<file path="src/design/assert_macros.svh">
// ----------------------------------------------------------------------------
// Assertion macros
// Shared concurrent assertion wrappers, clocked on clk_i, reset on rst_ni.
// ----------------------------------------------------------------------------
`ifndef ASSERT_MACROS_SVH
`define ASSERT_MACROS_SVH

// Property holds at every rising clock edge outside reset
`define ASSERT_PROP(lbl, prop, msg) \
  lbl: assert property (@(posedge clk_i) disable iff (!rst_ni) prop) else $error(msg);

// Expression must never be true outside reset
`define ASSERT_NEVER(lbl, expr, msg) \
  lbl: assert property (@(posedge clk_i) disable iff (!rst_ni) !(expr)) else $error(msg);

`endif

</file>
<file path="src/design/lfu_pkg.sv">
// ----------------------------------------------------------------------------
// LFU cache package
// Sizes, word types and shared structs of the LFU key-value table.
// ----------------------------------------------------------------------------
package lfu_pkg;

  localparam int CAPACITY   = 16;
  localparam int COUNT_BITS = 16;
  localparam int KEY_W      = 32;
  localparam int VAL_W      = 32;
  localparam int STAMP_W    = 32;
  localparam int CAP_W      = 5;
  localparam int IDX_W      = (CAPACITY > 1) ? $clog2(CAPACITY) : 1;
  localparam int USED_W     = $clog2(CAPACITY + 1);
  localparam int CMP_W      = (USED_W > CAP_W) ? USED_W : CAP_W;

  localparam logic [CAP_W-1:0] CAP_RESET = CAP_W'(16);

  localparam logic KIND_GET = 1'b0;
  localparam logic KIND_PUT = 1'b1;

  typedef logic [IDX_W-1:0]      idx_t;
  typedef logic [COUNT_BITS-1:0] count_t;
  typedef logic [STAMP_W-1:0]    stamp_t;

  // Input word
  typedef struct packed {
    logic                    kind;
    logic signed [KEY_W-1:0] lookup_key;
    logic signed [VAL_W-1:0] store_value;
  } lfu_in_t;

  // Output word
  typedef struct packed {
    logic                    found;
    logic signed [VAL_W-1:0] read_value;
  } lfu_out_t;

  // One table entry (payload, valid bit kept apart)
  typedef struct packed {
    logic [KEY_W-1:0] key;
    logic [VAL_W-1:0] value;
    count_t           count;
    stamp_t           stamp;
  } entry_t;

  // Write request into the entry store
  typedef struct packed {
    logic   en;
    idx_t   idx;
    entry_t ent;
  } wr_req_t;

  // Running victim candidate fed back to the scan unit
  typedef struct packed {
    logic   found;
    count_t count;
    stamp_t age;
  } best_t;

  // Verdict of the scan unit on one entry
  typedef struct packed {
    logic   match;
    logic   better;
    stamp_t age;
  } scan_t;

endpackage

</file>
<file path="src/design/lfu_cache_table.sv">
// Flow: no new input word is taken until the current one has been applied; the single compare unit
//   visits one entry per cycle, then the apply step applies the update and loads the output register.
//   A stalled result holds the apply step, and the input stays stalled meanwhile.
// Reset: rst_ni async active low; clears valid bits, stamp counter and control state,
//   and sets active capacity to 16. No clearing pass is needed.
// ----------------------------------------------------------------------------
// LFU cache table
// Fully associative key-value table, least-frequently-used replacement with
// oldest-stamp tiebreak, scanned sequentially through a shared compare unit.
// ----------------------------------------------------------------------------
module lfu_cache_table (
  input  logic                     clk_i,
  input  logic                     rst_ni,
  // input channel
  input  logic                     in_valid_i,
  output logic                     in_stall_o,
  input  lfu_pkg::lfu_in_t         in_data_i,
  // output channel
  output logic                     out_valid_o,
  input  logic                     out_stall_i,
  output lfu_pkg::lfu_out_t        out_data_o,
  // configuration
  input  logic                     cfg_we_i,
  input  logic [lfu_pkg::CAP_W-1:0] cfg_wdata_i
);
  import lfu_pkg::*;

  typedef enum logic [2:0] {
    ST_IDLE  = 3'b001,
    ST_SCAN  = 3'b010,
    ST_APPLY = 3'b100
  } state_e;

  state_e           state_q, state_d;
  idx_t             idx_q;
  logic [CAP_W-1:0] cap_q;
  stamp_t           stamp_q;
  lfu_in_t          item_q;

  // scan bookkeeping
  logic              hit_q;
  idx_t              hit_idx_q;
  logic [VAL_W-1:0]  hit_val_q;
  count_t            hit_cnt_q;
  logic [USED_W-1:0] used_q;
  logic              free_found_q;
  idx_t              free_idx_q;
  best_t             vic_q;
  idx_t              vic_idx_q;

  logic     out_valid_q;
  lfu_out_t out_data_q;

  logic     rd_valid;
  entry_t   rd_ent;
  scan_t    scan;
  wr_req_t  wr;

  logic in_acc, last_idx, commit, lim_zero, full, do_touch, do_ins;
  idx_t tgt_idx;
  logic tgt_ok;
  count_t cnt_inc;

  assign in_acc   = in_valid_i && !in_stall_o;
  assign in_stall_o = (state_q != ST_IDLE);
  assign last_idx = (idx_q == IDX_W'(CAPACITY - 1));
  assign commit   = (state_q == ST_APPLY) && !(out_valid_q && out_stall_i);

  // Entry store and shared compare unit
  lfu_entry_store u_store (
    .clk_i      (clk_i),
    .rst_ni     (rst_ni),
    .rd_idx_i   (idx_q),
    .rd_valid_o (rd_valid),
    .rd_ent_o   (rd_ent),
    .wr_i       (wr)
  );

  lfu_scan_unit u_scan (
    .ent_valid_i (rd_valid),
    .ent_i       (rd_ent),
    .key_i       (item_q.lookup_key),
    .stamp_now_i (stamp_q),
    .best_i      (vic_q),
    .res_o       (scan)
  );

  // Sequencer
  always_comb begin
    state_d = state_q;
    case (state_q)
      ST_IDLE:  if (in_acc) state_d = ST_SCAN;
      ST_SCAN:  if (last_idx) state_d = ST_APPLY;
      ST_APPLY: if (commit) state_d = ST_IDLE;
      default:  state_d = ST_IDLE;
    endcase
  end

  // Update decision; limit is min(cap, CAPACITY), so full means either bound reached
  always_comb begin
    lim_zero = (cap_q == '0);
    full     = (CMP_W'(used_q) >= CMP_W'(cap_q)) ||
               (used_q == USED_W'(CAPACITY)) || !free_found_q;
    tgt_idx  = full ? vic_idx_q : free_idx_q;
    tgt_ok   = full ? vic_q.found : 1'b1;
    do_touch = hit_q && ((item_q.kind == KIND_GET) || !lim_zero);
    do_ins   = !hit_q && (item_q.kind == KIND_PUT) && !lim_zero && tgt_ok;
    cnt_inc  = (hit_cnt_q == '1) ? hit_cnt_q : hit_cnt_q + COUNT_BITS'(1);

    wr.en        = commit && (do_touch || do_ins);
    wr.idx       = hit_q ? hit_idx_q : tgt_idx;
    wr.ent.key   = item_q.lookup_key;
    wr.ent.value = (item_q.kind == KIND_PUT) ? item_q.store_value : hit_val_q;
    wr.ent.count = do_ins ? COUNT_BITS'(1) : cnt_inc;
    wr.ent.stamp = stamp_q;
  end

  // Control registers
  always_ff @(posedge clk_i or negedge rst_ni) begin
    if (!rst_ni) begin
      state_q      <= ST_IDLE;
      idx_q        <= '0;
      cap_q        <= CAP_RESET;
      stamp_q      <= '0;
      hit_q        <= 1'b0;
      used_q       <= '0;
      free_found_q <= 1'b0;
      vic_q        <= '0;
      out_valid_q  <= 1'b0;
    end else begin
      state_q <= state_d;
      if (cfg_we_i) begin
        cap_q <= cfg_wdata_i;
      end
      if (in_acc) begin
        idx_q        <= '0;
        hit_q        <= 1'b0;
        used_q       <= '0;
        free_found_q <= 1'b0;
        vic_q.found  <= 1'b0;
      end else if (state_q == ST_SCAN) begin
        idx_q <= idx_q + IDX_W'(1);
        if (scan.match && !hit_q) begin
          hit_q <= 1'b1;
        end
        if (rd_valid) begin
          used_q <= used_q + USED_W'(1);
        end else begin
          free_found_q <= 1'b1;
        end
        // running victim: lowest count, then oldest
        if (scan.better) begin
          vic_q.found <= 1'b1;
          vic_q.count <= rd_ent.count;
          vic_q.age   <= scan.age;
        end
      end
      if (wr.en) begin
        stamp_q <= stamp_q + STAMP_W'(1);
      end
      // output register
      if (commit) begin
        out_valid_q <= 1'b1;
      end else if (!out_stall_i) begin
        out_valid_q <= 1'b0;
      end
    end
  end

  // Payload registers
  always_ff @(posedge clk_i) begin
    if (in_acc) begin
      item_q <= in_data_i;
    end
    if (state_q == ST_SCAN) begin
      if (scan.match && !hit_q) begin
        hit_idx_q <= idx_q;
        hit_val_q <= rd_ent.value;
        hit_cnt_q <= rd_ent.count;
      end
      if (!rd_valid && !free_found_q) begin
        free_idx_q <= idx_q;
      end
      if (scan.better) begin
        vic_idx_q <= idx_q;
      end
    end
    if (commit) begin
      out_data_q.found <= hit_q;
      if (item_q.kind == KIND_PUT) begin
        out_data_q.read_value <= '0;
      end else if (hit_q) begin
        out_data_q.read_value <= hit_val_q;
      end else begin
        out_data_q.read_value <= '1;
      end
    end
  end

  assign out_valid_o = out_valid_q;
  assign out_data_o  = out_data_q;

  // Assertions
  `include "assert_macros.svh"

  `ASSERT_PROP(a_accept_starts_scan, in_acc |=> (state_q == ST_SCAN && idx_q == '0), "scan did not start at entry zero")
  `ASSERT_PROP(a_stamp_only_on_apply, $past(state_q != ST_APPLY) |-> $stable(stamp_q), "stamp moved outside apply")
  `ASSERT_PROP(a_result_from_apply, $rose(out_valid_q) |-> $past(state_q == ST_APPLY), "result raised outside apply")
  `ASSERT_NEVER(a_used_bound, state_q == ST_APPLY && used_q > USED_W'(CAPACITY), "occupancy above capacity")

endmodule

</file>
<file path="src/design/lfu_entry_store.sv">
// ----------------------------------------------------------------------------
// LFU entry store
// Register file of entries with valid bits; one read and one write port.
// ----------------------------------------------------------------------------
module lfu_entry_store (
  input  logic            clk_i,
  input  logic            rst_ni,
  input  lfu_pkg::idx_t   rd_idx_i,
  output logic            rd_valid_o,
  output lfu_pkg::entry_t rd_ent_o,
  input  lfu_pkg::wr_req_t wr_i
);
  import lfu_pkg::*;

  logic [CAPACITY-1:0] valid_q;
  entry_t              ent_q [CAPACITY];

  // Valid bits, cleared at reset
  always_ff @(posedge clk_i or negedge rst_ni) begin
    if (!rst_ni) begin
      valid_q <= '0;
    end else if (wr_i.en) begin
      valid_q[wr_i.idx] <= 1'b1;
    end
  end

  // Entry payload, no reset
  always_ff @(posedge clk_i) begin
    if (wr_i.en) begin
      ent_q[wr_i.idx] <= wr_i.ent;
    end
  end

  // Read port
  assign rd_valid_o = valid_q[rd_idx_i];
  assign rd_ent_o   = ent_q[rd_idx_i];

endmodule

</file>
<file path="src/design/lfu_scan_unit.sv">
// ----------------------------------------------------------------------------
// LFU scan unit
// Shared compare unit: key match and victim ranking for one entry per cycle.
// ----------------------------------------------------------------------------
module lfu_scan_unit (
  input  logic                    ent_valid_i,
  input  lfu_pkg::entry_t         ent_i,
  input  logic [lfu_pkg::KEY_W-1:0] key_i,
  input  lfu_pkg::stamp_t         stamp_now_i,
  input  lfu_pkg::best_t          best_i,
  output lfu_pkg::scan_t          res_o
);
  import lfu_pkg::*;

  stamp_t age;

  // Age wraps modulo the stamp width
  assign age = stamp_now_i - ent_i.stamp;

  always_comb begin
    res_o.age    = age;
    res_o.match  = ent_valid_i && (ent_i.key == key_i);
    // lower count wins; equal count goes to the strictly older entry
    res_o.better = ent_valid_i &&
                   (!best_i.found || (ent_i.count < best_i.count) ||
                    ((ent_i.count == best_i.count) && (age > best_i.age)));
  end

endmodule
</file>
<file path="config.mk">
export PLATFORM = sky130hd
export DESIGN_NAME = lfu_cache_table
export DESIGN_NICKNAME = d
export VERILOG_FILES = /design/src/design/lfu_pkg.sv /design/src/design/lfu_cache_table.sv /design/src/design/lfu_entry_store.sv /design/src/design/lfu_scan_unit.sv
export VERILOG_INCLUDE_DIRS = /design/src /design/src/design
export SDC_FILE = /design/constraint.sdc
export NUM_CORES = 2
export LEC_CHECK = 0
export ABC_AREA = 1
export BUFFER_PORTS_ARGS = -buffer_cell sky130_fd_sc_hd__buf_2
export CORE_MARGIN = 1
export CORE_UTILIZATION = 26
export CTS_CLUSTER_SIZE = 20
export DETAILED_ROUTE_END_ITERATION = 7
export PLACE_DENSITY = 0.41
export SKIP_LAST_GASP = 1
export SLEW_MARGIN = 20
export SYNTH_ARGS = -nofsm -noshare
export SYNTH_HDL_FRONTEND = slang
export SYNTH_SLANG_ARGS = --single-unit
export TNS_END_PERCENT = 5
</file>
<file path="constraint.sdc">
create_clock -name clk_i -period 10 [get_ports clk_i]
set_clock_uncertainty 0.05 [all_clocks]
set_input_delay 0.5 -clock clk_i [delete_from_list [all_inputs] [get_ports clk_i]]
set_output_delay 0.5 -clock clk_i [all_outputs]
set_load 0.01 [all_outputs]
</file>
# After elaboration in Yosys (flattened, before gate mapping)

Memory sizes are Yosys's and may differ from the RTL's.
Index checks and enable logic that the tools add are counted.
Widths: inputs -> output; s select.

Add/subtract/negate cells: 5
Equality and inequality tests: 14
Bitwise gates (word level): 3
Reductions and logical operators: 41
Order comparisons: 6
Muxes and demuxes: 33

Operator list:

| operator              | number |
|---|---|
| $mux 49               | 2 |
| $mux 32               | 2 |
| $add 32x1->32 const B | 1 |
| $eq 32x32->1          | 1 |
| $gt 32x32->1          | 1 |
| $mux 16               | 2 |
| $sub 32x32->32        | 1 |
| $add 16x1->16 const B | 1 |
| $eq 16x16->1          | 1 |
| $eq 16x16->1 const B  | 1 |
| $lt 16x16->1          | 1 |
| $mux 4                | 4 |
| $or 16x16->16         | 1 |
| $mux 5                | 3 |
| $logic_and 1x1->1     | 14 |
| $mux 1                | 14 |
| $reduce_and 2->1      | 7 |
| $lt 4x5->1 const B    | 2 |
| $mux 3                | 3 |
| $pmux 3 s3            | 1 |
| $reduce_bool 2->1     | 4 |
| $logic_not 1->1       | 7 |
| $logic_or 1x1->1      | 6 |
| $ne 2x2->1 const B    | 3 |
| 16 further kinds      | 19 |

Bits in writable memories: 1792
Register bits: 275
Output and inout port bits: 35
Input port bits: 75
Memories: 1

Memory list:

| memory        | words | width | read ports | clocked after Yosys merged registers in | wr ports | RTL line              | source |
|---|---|---|---|---|---|---|---|
| u_store.ent_q | 16    | 112   | 1          | 0                                       | 1        | lfu_entry_store.sv:16 | `entry_t ent_q [CAPACITY];` |

# Depth between registers and ports, before layout

Depth after elaboration: 10
Depth in mapped cells: 39

# Cells and area by module

A second synthesis with hierarchy kept.

Cell total of the unflattened synthesis: 9094
Area, all modules: 92376.1 um^2

Modules (own cells, without submodules):

| module          | area an instance (um^2) | cells each | instances |
|---|---|---|---|
| lfu_entry_store | 77404.2                 | 7319       | 1 |
| lfu_cache_table | 11136.9                 | 1101       | 1 |
| lfu_scan_unit   | 3834.9                  | 674        | 1 |

# Least setup slack after synthesis

OpenSTA, ideal clock, no wires.

Path kind: input port to flip-flop
Start point: input out_stall_i
End point: memory u_store.ent_q[1][0] (netlist bit), enable pin
Cell stages on the path: 8
Data required time: 9366 ps
Arrival: 7422 ps
Path slack: 1944 ps
Library setup time: 584 ps
Cell sequence: nand2_1 > inv_1 > nor2_1 > nand2_2 > inv_2 > buf_2 > nand3_1 > nor2_1

Longest elaborated chain between the ends: 6

RTL lines:

| what                         | RTL line               | source |
|---|---|---|
| from (decl)                  | lfu_cache_table.sv:20  | `input logic out_stall_i,` |
| $logic_and 1x1->1            | lfu_cache_table.sv:67  | `assign commit = (state_q == ST_APPLY) && !(out_valid_q && out_stall_i);` |
| $logic_not 1->1              | lfu_cache_table.sv:67  |  |
| $logic_and 1x1->1            | lfu_cache_table.sv:67  |  |
| net commit                   | lfu_cache_table.sv:59  | `logic in_acc, last_idx, commit, lim_zero, full, do_touch, do_ins;` |
| $logic_and 1x1->1            | lfu_cache_table.sv:110 | `wr.en = commit && (do_touch \|\| do_ins);` |
| $mux 1                       | lfu_entry_store.sv:29  | `if (wr_i.en) begin` |
| $mux 1 (not written as such) | lfu_entry_store.sv:30  | `ent_q[wr_i.idx] <= wr_i.ent;` |
| to (decl)                    | lfu_entry_store.sv:16  |  |

The timed path passes the listed nets, and every way through them passes these cells.

==> results.txt <==
initial cell density of the core -> 26.2%
Post-DRT Antenna Nets -> 0
placed cell areas -> 90900 um2
area used by multi-input combinational logic -> 20400 um2
Post-Synth Simple-Gate Area -> 12.2%
cell count after placement -> 11300
synth-to-layout area growth -> 16.3%
XOR/XNOR share of the synthesized area -> 0.626%
worst endpoint data arrival time -> 7.90 ns
Via-to-Cell Ratio -> 4.67
Max Clk Rate -> 0.139 GHz
floorplan die area -> 330000 um2
peak fanout along the critical path -> 49
cell class contributing the biggest share of worst-path delay -> simple AND/OR/NAND/NOR gates
top cell type by total area after synthesis -> edfxtp_1
post-CTS sizing -> 0
adder-cell area share of the yosys netlist -> 1.33%
core footprint -> 325000 um2
placer's final routability congestion estimate -> 0.799
Unique masters post-synth -> 56
part of the cycle the worst path needs -> 72.1%
final critical delay including setup and external delays -> 7.21 ns
Hold WS -> 0.133 ns
Pins Over Slew Limit -> 0
Worst setup SP type -> flop
number of nets in the synthesized netlist -> 7235
NumNets Final -> 7417
final non-filler cell total -> 11800
DR vias -> 55000
worst-margin pin slew -> 1.14 ns
count of boundary I/O pins -> 110
Max-Cap Viols -> 0
TritonCTS buffer count -> 236
number of buffers inserted by port buffering -> 109
post-synthesis average cell area -> 12.1 um2
final cell area excluding filler cells -> 99200 um2
GR Util met2 -> 25.6%
TritonCTS clock tree -> yes
fraction of final layout cells sized beyond drive strength 1 -> 8.93%
crit end category -> flop
Hold Vio Cnt, Final -> 0
sinks on the clock net -> 2067
Final Routed Wirelength -> 259000 um
area share of the leading cell type in the synthesized netlist -> 68.6%
sum of net half-perimeters after detailed placement -> 130000 um
storage element area -> 61500 um2
share of flip-flops with an asynchronous set or reset -> 5.66%
R2R cell count -> 29
worst path buffer plus inverter count -> 5
slowest cell on the critical path -> dfrtp_4
latest clock arrival within the worst-skew pair -> 0.91 ns
predominant post-synthesis flop cell -> edfxtp_1
unrepaired setup endpoints after global routing -> no
most frequent CP cell -> nand2_1
Die Y -> 575 um
synthesis warning total -> 0
clock-pin slew of the registers on the worst-case setup and hold paths -> 0.06 ns
maximum vdd drop -> 0.000191 V
worst slew margin relative to its limit -> 24.2%
wire length of the first global-routing pass -> 380000 um
Setup Total Neg Slack -> 0 ns
proportion of synthesized area in mux cells -> 0.0132%
filler cell count -> 33000
row cnt -> 209
Power Dens Cells -> 252 nW/um2
total routing resource utilization after global routing -> 15.3%
path type of the worst setup path -> reg -> reg
synthesized area -> 85300 um2
cell chosen for the clock root -> clkbuf_16
initial antenna violation count -> 3
met3 track demand over resource in global routing -> 1.70%
static power due to leakage -> 0.0337 uW
total stage count of the critical path -> 29
flop and latch count out of synthesis -> 2067
final core utilization -> 30.5%
dominant cells by area after synthesis -> edfxtp_1 69%, nand2_1 5.0%, o21ai_0 4.8%
largest family of logic cells by synthesized area -> simple AND/OR/NAND/NOR gates
post-CTS repair timing setup buffer count -> 0
GR Overflow Total -> 0
Chip Width -> 575 um
number of detailed-route iterations in the first pass -> 7
remaining design rule violation count -> 0
delay of the slowest critical-path stage -> 0.74 ns
maximum number of pins on one net before global-route repair -> 177
number of global-route vias before repair -> 54300
Iteration-0 DRC Markers -> 3672
sequential element share of the synthesized area -> 72.1%
required time at the worst-slack endpoint -> 10.69 ns
Setup Viol. Count Final -> 0
Hold Path Class -> in -> async
number of enable flip-flop cells after synthesis -> 1950
run status -> completed
met1 track utilization from global routing -> 21.1%
synthesized-area fraction occupied by ao, oa, aoi and oai cells -> 9.61%
number of buffers on the longest clock path -> 4
WL per Instance -> 22.0 um
instance count of the mapped netlist -> 7070
global-route layer with the greatest usage -> met2
H-tree levels -> 4
[layout make-up]
class                   count  area share [%]
diodes                      2         0.00504
clock buffers             302            6.37
clock inverters           130            1.18
inverters                 439            1.72
multi-input cells        4165            20.6
flip-flops and latches   2067            62.0
well taps                4325            5.45
repair buffers            343            2.70
[power by group]
part / switching [uW] / leakage (uW) / internal, uW
combinational: 4610 / 0.0121 / 1820
sequential: 232 / 0.0180 / 9890
clock: 3600 / 0.00367 / 4870
[placed cells by master (no fill, tap or decap), drive strengths merged, types with 116 or more instances in the layout]
master and count:
nor2 1011, inv 447, nand3 361, edfxtp 1950
clkbuf 302, o22ai 195, o221ai 116, nand2 1136
o21ai 875, buf 261
[cells in the mapped netlist, types with 46 or more instances]
library cell / number
edfxtp_1: 1950
o21ai_1: 60
nand2_1: 1135
o221ai_1: 116
nor2_1: 1006
clkbuf_1: 215
nand3_1: 360
ha_1: 89
dfrtp_1: 115
o21ai_0: 815
buf_4: 46
a21oi_1: 115
o22ai_1: 195
buf_2: 107
inv_1: 426
[flip-flops by register name, summed over array words and instances (netlist names), 16 cells and up]
name / count
hit_cnt_q: 16
hit_val_q: 32
item_q: 65
out_data_o: 33
stamp_q: 32
u_store.ent_q: 1792
u_store.valid_q: 16
vic_q: 49
[worst reg2reg max path, delay by kind of cell, from the launching register on]
kind / cells / cell delay, ns
flops: 1 / 0.74
buf+inv: 5 / 1.88
simple gates: 17 / 2.03
fa+ha+maj: 2 / 0.60
compound gates: 5 / 1.74
[metal layers]
| layer | up-vias | share of wire (%) |
|---|---|---|
| met1 | 28100 | 47 |
| met4 | 0 | 2.1 |
| met5 | - | 0 |
| met2 | 1023 | 48 |
| met3 | 306 | 3.5 |
| li1 | 25600 | - |
[cells by family (layout without fill, tap and decap cells)]
group	count (synthesis)	count (layout)
adder cells (fa/ha/maj)	90	90
buffers and inverters	838	1214
flip-flops	2067	2067
AND/OR/NAND/NOR	2588	2588
AO/OA/AOI/OAI	1425	1425
other	0	2
multiplexers	1	1
XOR/XNOR	61	61
[worst paths after layout]
path / startpoint / to / slack (ns)
setup / recovery: idx_q[2] / vic_q[16] / 2.79
hold / removal: rst_ni / cap_q[0] / 0.13
setup reg to reg: idx_q[2] / vic_q[16] / 2.79
hold reg to reg: u_store.valid_q[9] / u_store.valid_q[9] / 0.40
max in group asynchronous: rst_ni / idx_q[2] / 8.37
min in group clk_i: in_data_i[10] / item_q[10] / 0.25
[through the flow]
stage | worst slack (ns) | total power (uW)
after floorplan | 1.94 | 14700
after global placement | 2.90 | 16800
after detailed placement | 2.91 | 16800
after CTS | 2.82 | 25400
after global routing | 2.34 | 26400
final | 2.79 | 25000
[timing repair]
item / CTS / global route
hold buffers: 82 / 0
hold endpoints to repair: 139 / 0
setup endpoints to repair: 0 / 0
(Power assumes the default switching activity.)
